[src/hdl/assert_macros.svh]
// ---------------------------------------------------------------------------
// Assertion macros
// Concurrent assertion shorthands shared by the RTL. Define ASSERT_OFF to
// compile them away.
// ---------------------------------------------------------------------------
`ifndef ASSERT_MACROS_SVH
`define ASSERT_MACROS_SVH

`ifndef ASSERT_OFF

// Implication checked in the same cycle.
`define ASSERT_IMPLIES(lbl, clk, rst, ante, cons) \
   lbl: assert property (@(posedge clk) disable iff (rst) (ante) |-> (cons)) \
      else $error("assertion failed: same-cycle implication");

// Implication checked in the next cycle.
`define ASSERT_NEXT(lbl, clk, rst, ante, cons) \
   lbl: assert property (@(posedge clk) disable iff (rst) (ante) |=> (cons)) \
      else $error("assertion failed: next-cycle implication");

`else

`define ASSERT_IMPLIES(lbl, clk, rst, ante, cons)
`define ASSERT_NEXT(lbl, clk, rst, ante, cons)

`endif

`endif

[src/hdl/rpip_pkg.sv]
// ---------------------------------------------------------------------------
// rpip_pkg
// Widths and character codes of the radix-prefixed integer parser.
// ---------------------------------------------------------------------------
package rpip_pkg;

   // Width of the internal accumulator; results wrap at this width.
   localparam int VALUE_WIDTH = 64;
   // Width of the result word on the port.
   localparam int OUT_WIDTH   = 64;
   localparam int CHAR_WIDTH  = 8;

   localparam logic [CHAR_WIDTH-1:0] CH_ZERO  = 8'h30;
   localparam logic [CHAR_WIDTH-1:0] CH_NINE  = 8'h39;
   localparam logic [CHAR_WIDTH-1:0] CH_UA    = 8'h41;
   localparam logic [CHAR_WIDTH-1:0] CH_UZ    = 8'h5A;
   localparam logic [CHAR_WIDTH-1:0] CH_LA    = 8'h61;
   localparam logic [CHAR_WIDTH-1:0] CH_SPACE = 8'h20;
   localparam logic [CHAR_WIDTH-1:0] CH_MINUS = 8'h2D;
   localparam logic [CHAR_WIDTH-1:0] CH_PLUS  = 8'h2B;

   localparam logic [CHAR_WIDTH-1:0] DEC_RADIX = 8'd10;

endpackage

[src/hdl/radix_prefixed_integer_parser_core.sv]
// ---------------------------------------------------------------------------
// radix_prefixed_integer_parser_core
// Converts a stream of ASCII characters of one number token into its
// signed integer value, with an optional sign and radix prefix.
// ---------------------------------------------------------------------------
// Usage:
// The req channel carries one character of a token per word, together with
// an end-of-token flag on the token's last character. An optional '-' or '+'
// may lead. A body starting with '0' followed by a byte at or above 'a'
// selects radix (letter + 1 - 'a'), and the digits that follow are 0-9 and
// A-Z, where any other byte counts as -1. Otherwise the body is decimal.
// A space after the first body character freezes the value, except just after a radix letter.
// The rsp channel carries exactly one word per token: the value, wrapped to
// VALUE_WIDTH bits and sign-extended to 64 bits. A token that ends right
// after its sign or right after its radix letter gives zero.
// The last character goes from the input register to the result register,
// which drives rsp_valid. Throughput is one character per cycle, but for an
// end-of-token word held back by a stalled result; each character costs one
// 64 x 8 multiply-add from the accumulator register back into itself.
// While rsp_valid is held by a stalled receiver, characters that do not end
// a token still flow; an end-of-token word waits in the input register, and
// only then does req_ready drop. Synchronous reset empties both registers
// and returns the parser to the start of a token.
// ---------------------------------------------------------------------------
`include "assert_macros.svh"

module radix_prefixed_integer_parser_core (
   input  logic                                clock,
   input  logic                                reset,
   input  logic                                req_valid,
   output logic                                req_ready,
   input  logic [rpip_pkg::CHAR_WIDTH-1:0]     req_character,
   input  logic                                req_end_of_token,
   output logic                                rsp_valid,
   input  logic                                rsp_ready,
   output logic signed [rpip_pkg::OUT_WIDTH-1:0] rsp_value
);
   import rpip_pkg::*;

   // Parse phases. The sign may only be the first byte; after the first
   // body character the phase says how later bytes are interpreted.
   typedef enum logic [2:0] {
      PH_START,
      PH_SIGNED,
      PH_ZERO,
      PH_RADIX,
      PH_DEC,
      PH_BASE,
      PH_STOPPED
   } phase_type;

   // Signed per-digit contribution; wide enough for -(255 - '0').
   localparam int TERM_WIDTH = 10;

   // Input register.
   logic                    stg_valid_ff, stg_valid_in;
   logic [CHAR_WIDTH-1:0]   stg_char_ff;
   logic                    stg_eot_ff;

   // Parser state.
   phase_type               phase_ff, phase_in;
   logic                    negative_ff, negative_in;
   logic [CHAR_WIDTH-1:0]   radix_ff, radix_in;
   logic [VALUE_WIDTH-1:0]  acc_ff, acc_in;

   // Result register.
   logic                    rsp_valid_ff, rsp_valid_in;
   logic signed [OUT_WIDTH-1:0] rsp_value_ff, rsp_value_in;

   logic                    advance;
   logic                    req_fire;
   logic signed [TERM_WIDTH-1:0] dec_term;
   logic signed [TERM_WIDTH-1:0] digit_term;
   logic signed [TERM_WIDTH-1:0] mac_term;
   logic signed [TERM_WIDTH-1:0] signed_term;
   logic [CHAR_WIDTH-1:0]   mac_factor;
   logic [VALUE_WIDTH-1:0]  mac_sum;
   logic signed [VALUE_WIDTH-1:0] acc_signed;
   logic                    is_space;
   logic                    has_value;

   // Handshake. Characters that do not end a token never need the result
   // register, so only an end-of-token word waits for it.
   assign advance   = stg_valid_ff && (!stg_eot_ff || !rsp_valid_ff || rsp_ready);
   assign req_ready = !stg_valid_ff || advance;
   assign req_fire  = req_valid && req_ready;

   always_comb begin
      if (req_fire) begin
         stg_valid_in = 1'b1;
      end else if (advance) begin
         stg_valid_in = 1'b0;
      end else begin
         stg_valid_in = stg_valid_ff;
      end
   end

   // Digit terms. Decimal bytes add (byte - '0') even when out of range;
   // radix digits are 0..35 or -1 for any other byte.
   assign dec_term = $signed({2'b00, stg_char_ff}) - TERM_WIDTH'(signed'(CH_ZERO));

   always_comb begin
      if (stg_char_ff >= CH_ZERO && stg_char_ff <= CH_NINE) begin
         digit_term = $signed(TERM_WIDTH'(stg_char_ff - CH_ZERO));
      end else if (stg_char_ff >= CH_UA && stg_char_ff <= CH_UZ) begin
         digit_term = $signed(TERM_WIDTH'(stg_char_ff - CH_UA) + TERM_WIDTH'(DEC_RADIX));
      end else begin
         digit_term = '1;
      end
   end

   // The accumulator carries the value already negated for a '-' token, so
   // the final result needs no extra negation: -(a*r + d) = (-a)*r - d.
   assign mac_term    = (phase_ff == PH_BASE) ? digit_term : dec_term;
   assign signed_term = negative_ff ? -mac_term : mac_term;
   assign mac_factor  = (phase_ff == PH_BASE) ? radix_ff : DEC_RADIX;
   assign mac_sum     = acc_ff * VALUE_WIDTH'(mac_factor) + VALUE_WIDTH'(signed_term);
   assign is_space    = (stg_char_ff == CH_SPACE);

   always_comb begin
      phase_in    = phase_ff;
      negative_in = negative_ff;
      radix_in    = radix_ff;
      acc_in      = acc_ff;
      unique case (phase_ff)
         PH_START: begin
            if (stg_char_ff == CH_MINUS || stg_char_ff == CH_PLUS) begin
               negative_in = (stg_char_ff == CH_MINUS);
               phase_in    = PH_SIGNED;
            end else begin
               acc_in   = VALUE_WIDTH'(dec_term);
               phase_in = (stg_char_ff == CH_ZERO) ? PH_ZERO : PH_DEC;
            end
         end
         PH_SIGNED: begin
            acc_in   = VALUE_WIDTH'(negative_ff ? -dec_term : dec_term);
            phase_in = (stg_char_ff == CH_ZERO) ? PH_ZERO : PH_DEC;
         end
         PH_ZERO: begin
            if (stg_char_ff >= CH_LA) begin
               radix_in = stg_char_ff + CHAR_WIDTH'(1) - CH_LA;
               phase_in = PH_RADIX;
            end else if (is_space) begin
               phase_in = PH_STOPPED;
            end else begin
               acc_in   = mac_sum;
               phase_in = PH_DEC;
            end
         end
         PH_RADIX: begin
            acc_in   = VALUE_WIDTH'(negative_ff ? -digit_term : digit_term);
            phase_in = PH_BASE;
         end
         PH_DEC, PH_BASE: begin
            if (is_space) begin
               phase_in = PH_STOPPED;
            end else begin
               acc_in = mac_sum;
            end
         end
         default: begin
            phase_in = PH_STOPPED;
         end
      endcase
   end

   // A token that ends after only a sign or only a radix prefix yields zero.
   assign has_value  = (phase_in != PH_SIGNED) && (phase_in != PH_RADIX);
   assign acc_signed = $signed(acc_in);
   assign rsp_value_in = has_value ? OUT_WIDTH'(acc_signed) : '0;

   always_comb begin
      if (advance && stg_eot_ff) begin
         rsp_valid_in = 1'b1;
      end else if (rsp_ready) begin
         rsp_valid_in = 1'b0;
      end else begin
         rsp_valid_in = rsp_valid_ff;
      end
   end

   always_ff @(posedge clock) begin
      if (reset) begin
         stg_valid_ff <= 1'b0;
         rsp_valid_ff <= 1'b0;
         phase_ff     <= PH_START;
         negative_ff  <= 1'b0;
         radix_ff     <= DEC_RADIX;
      end else begin
         stg_valid_ff <= stg_valid_in;
         rsp_valid_ff <= rsp_valid_in;
         if (advance) begin
            if (stg_eot_ff) begin
               // Token done: next token starts from a clean state.
               phase_ff    <= PH_START;
               negative_ff <= 1'b0;
               radix_ff    <= DEC_RADIX;
            end else begin
               phase_ff    <= phase_in;
               negative_ff <= negative_in;
               radix_ff    <= radix_in;
            end
         end
      end
   end

   always_ff @(posedge clock) begin
      if (req_fire) begin
         stg_char_ff <= req_character;
         stg_eot_ff  <= req_end_of_token;
      end
      if (advance) begin
         acc_ff <= acc_in;
      end
      if (advance && stg_eot_ff) begin
         rsp_value_ff <= rsp_value_in;
      end
   end

   assign rsp_valid = rsp_valid_ff;
   assign rsp_value = rsp_value_ff;

   // A finished token always leaves the parser at the start of a new one.
   `ASSERT_NEXT(a_token_restart, clock, reset, advance && stg_eot_ff,
      phase_ff == PH_START && !negative_ff && radix_ff == DEC_RADIX)

   // A held result is never overwritten by the waiting end-of-token word.
   `ASSERT_NEXT(a_result_held, clock, reset,
      stg_valid_ff && stg_eot_ff && rsp_valid_ff && !rsp_ready,
      stg_valid_ff && $stable(rsp_value_ff))

   // Outside radix mode and the stopped phase, the radix register sits at ten.
   `ASSERT_IMPLIES(a_radix_idle, clock, reset,
      phase_ff == PH_START || phase_ff == PH_SIGNED || phase_ff == PH_ZERO ||
      phase_ff == PH_DEC,
      radix_ff == DEC_RADIX)

endmodule
[config.mk]
export PLATFORM = sky130hd
export DESIGN_NAME = radix_prefixed_integer_parser_core
export DESIGN_NICKNAME = d
export VERILOG_FILES = /design/src/hdl/rpip_pkg.sv /design/src/hdl/radix_prefixed_integer_parser_core.sv
export VERILOG_INCLUDE_DIRS = /design/src /design/src/hdl
export SDC_FILE = /design/constraint.sdc
export NUM_CORES = 2
export LEC_CHECK = 0
export BUFFER_PORTS_ARGS = -buffer_cell sky130_fd_sc_hd__buf_4
export CAP_MARGIN = 20
export CORE_MARGIN = 1.5
export CORE_UTILIZATION = 44
export CTS_CLUSTER_SIZE = 12
export DETAILED_ROUTE_END_ITERATION = 10
export PLACE_DENSITY = 0.62
export SYNTH_ARGS = -nofsm -noshare
export SYNTH_HDL_FRONTEND = slang
export SYNTH_SLANG_ARGS = --single-unit
[constraint.sdc]
create_clock -name clock -period 15.8 [get_ports clock]
set_input_delay 0 -clock clock [delete_from_list [all_inputs] [get_ports clock]]
set_output_delay 0 -clock clock [all_outputs]
set_load 0.005 [all_outputs]
==> metrics.yaml <==
finish:
  seqCellArea_um2: 4400
  finalInstanceArea_um2: 27400
  fin_nets: 3410
  num_antenna_cells: 0
  multi_input_area_um2: 19000
  layout-drive-gt1-share_pct: 6.97
  fillers: 5487
  area_growth_pct: 7.12
  final_core_util_pct: 47.7
  final_cells: 3649
global_route:
  antenna_found_initial: 0
  grt_use_total_pct: 28.5
  grt_max_degree: 80
  grt_overflow: 0
  grt_pass1_vias: 22400
  grt_pass1_wl_um: 131000
power_and_ir_drop:
  pwr_density_cell_nw_per_um2: 73.1
  total_power_mw: 2.01
  vdd_drop_max_uv: 94.3
  power_leakage_nw: 11.7
sta:
  report.final.slew_viol_count: 0
  tightest_slew_ns: 1.09
  setup_tns_ns: 0
  fmax_mhz: 89.3
  setup_ws_ns: 4.60
  finalHoldViolCount: 0
  slew_headroom_pct: 27.3
  skew_ns: 0.0158
  fin_crit_sh_pct: 70.9
  rsz0062_at_grt: "no"
  hold-worst-slack_ns: 0.212
  fin_crit_ns: 11.20
  setup_viol: 0
routing:
  num_vias: 21600
  dr_wl_met3_um: 6350
  drc: 0
  wl_per_cell_um: 22.4
  wl_um: 81800
  ant_nets: 0
  drtPass1Iterations: 5
  dr.first_iter.drc_count: 1883
  met1_length_um: 34800
  vias_per_cell: 5.91
  routed-wl-met2_um: 38000
  highest_layer: "met4"
critical_path:
  startpoint_type: "flop"
  cp_max_fo: 46
  critPathKind: "reg -> reg"
  worst_ep_arrival_time_ns: 11.43
  cp-end-kind: "flop"
  reg2regPathDepth: 31
  crit_required_ns: 16.03
  timing.rr.start: "stg_char_ff[0]"
  reg2reg_to: "acc_ff[59]"
  cp_common_cell: "fa_1"
  crit_end: "acc_ff[59]"
  r2r_slack_ns: 4.60
  critPathLaunch: "stg_char_ff[0]"
  slowest_stage: "nor4bb_1"
  critPathMaxStageDelay_ns: 0.87
yosys:
  syn-num-nets: 3467
  synth_cells: 2928
  mappedNetlistArea_um2: 25600
  synth_edf_count: 137
  ys_ff_latch: 151
  synth_xor_area_share_pct: 3.17
  synth-compound-area-share_pct: 14.6
  synth_top_area_share_pct: 32.0
  ys_seq_area_share_pct: 17.2
  yosys.cell_types.count: 88
  synth.largest_area_cell: "fa_1"
  synthAdderAreaFrac_pct: 37.7
  ys_top_cells_by_area: "fa_1, edfxtp_1, nand2_1"
  synthSimpleGateAreaFrac_pct: 18.3
  avgSynthCellArea_um2: 8.75
  postSynth.asyncResetShare_pct: 0
  synth_top_family_by_area: "adder cells"
  muxShareOfSynthArea_pct: 0.283
  yosys_warnings: 0
  ys.flop_type: "edfxtp_1"
floorplan:
  design.core.area_um2: 57600
  pin_count: 79
  start_util_pct: 44.5
  die_y_um: 244
  dieArea_um2: 59700
  placementRows: 88
  die_width_um: 244
placed_design:
  place_ws_ns: 4.83
  dpl.hpwl_um: 61200
  gp_congestion: 0.964
  placed_cell_area_um2: 26700
  numPortBuffers: 78
  place_inst: 3602
clock_network:
  htree_levels: 4
  worst_skew_pair.late_latency_ns: 0.50
  clockBufferDepth: 2
  cts_tree: "yes"
  clockRootBuffer: "clkbuf_16"
  cts-buffers-inserted: 17
  ctsResizeCount: 0
  post_cts_buffers: 0
  clk_pin_slew_ns: 0.08
  cts_num_sinks: 151
hold_path:
  min_path_type: "in -> reg"
  hold_path_depth: 2
run_status:
  outcome: "finished, final reports clean"
flow_run:
  cap_viol_max_count: 0
## sequential cells by signal, indices dropped and copies added (netlist names)
name	flops
radix_ff	8
stg_valid_ff	1
rsp_value	64
phase_ff	3
negative_ff	1
stg_eot_ff	1
stg_char_ff	8
acc_ff	64
rsp_valid	1
## where the power goes
group	leakage (nW)	switching, mW	total (mW)	internal, mW
Clock	0.285	0.216	0.427	0.211
Sequential	1.41	0.0546	0.527	0.473
Combinational	9.98	0.632	1.05	0.419
## cells in the mapped netlist (5+ instances only)
| master | number |
|---|---|
| a211oi_1 | 13 |
| a21boi_0 | 7 |
| a21o_1 | 63 |
| a21oi_1 | 164 |
| a221o_1 | 6 |
| a221oi_1 | 20 |
| a22oi_1 | 7 |
| a2bb2oi_1 | 6 |
| a31oi_1 | 14 |
| and2_1 | 38 |
| and3_1 | 140 |
| buf_1 | 24 |
| buf_2 | 9 |
| clkbuf_1 | 169 |
| dfxtp_1 | 14 |
| edfxtp_1 | 137 |
| fa_1 | 410 |
| ha_1 | 116 |
| inv_1 | 387 |
| mux2i_1 | 5 |
| nand2_1 | 444 |
| nand2b_1 | 17 |
| nand3_1 | 26 |
| nand4_1 | 25 |
| nor2_1 | 160 |
| nor2b_1 | 62 |
| nor3_1 | 36 |
| nor4_1 | 5 |
| o211a_1 | 8 |
| o211ai_1 | 16 |
| o21a_1 | 22 |
| o21ai_0 | 115 |
| o21bai_1 | 9 |
| o221ai_1 | 13 |
| o22ai_1 | 10 |
| o31ai_1 | 9 |
| or3_1 | 8 |
| xnor2_1 | 58 |
| xor2_1 | 33 |
## cells in the final DEF (no fill, tap or decap), types with 114 or more instances in the layout
cell type and count:
fa_1 410, a21oi_1 164, edfxtp_1 137, o21ai_0 115, nand2_1 443, buf_4 114
inv_1 384, ha_1 116, nor2_1 156, and3_1 139
## cell families (layout without fill, tap and decap cells)
group                      after synthesis  after routing
and+or+nand+nor                        992            992
buffers and inverters                  595            551
AOI/OAI and AO/OA                      565            565
adders and majority gates              526            526
DFF                                    151            151
xor gates and xnor gates                92             92
muxes                                    7              7
## worst min-delay path by stage
stage,from,to
final,req_character[0],stg_char_ff[0]
after global routing,req_character[5],stg_char_ff[5]
after CTS,req_character[0],stg_char_ff[0]
after detailed placement,req_character[5],stg_char_ff[5]
after global placement,req_character[5],stg_char_ff[5]
after floorplan,reset,negative_ff
## critical path: cells and delay by family (launching register included)
family          cells  cell delay (ns)
xor+xnor            4             0.82
simple gates        2             1.05
compound gates     14             3.69
fa+ha+maj           7             3.16
flops               1             0.82
buf+inv             4             1.22
## timing repair
| action | CTS | global route |
|---|---|---|
| hold buffers | 13 | 0 |
| endpoints found under the setup margin | 0 | 0 |
| endpoints found under the hold margin | 32 | 0 |
## layer usage
layer	vias up	track usage, %
met5	-	0
met4	0	10.1
met3	153	5.52
met2	945	45.2
met1	10900	38.9
li1	9518	-
## layout make-up
cell class | instances | area share [%]
Clock inverter | 15 | 0.583
Timing Repair Buffer | 130 | 3.77
Clock buffer | 17 | 1.55
Sequential cell | 151 | 16.0
Tap cell | 765 | 3.49
Multi-Input combinational cell | 2182 | 69.3
Inverter | 389 | 5.32
Note: power is estimated with default switching activity, not from simulation.
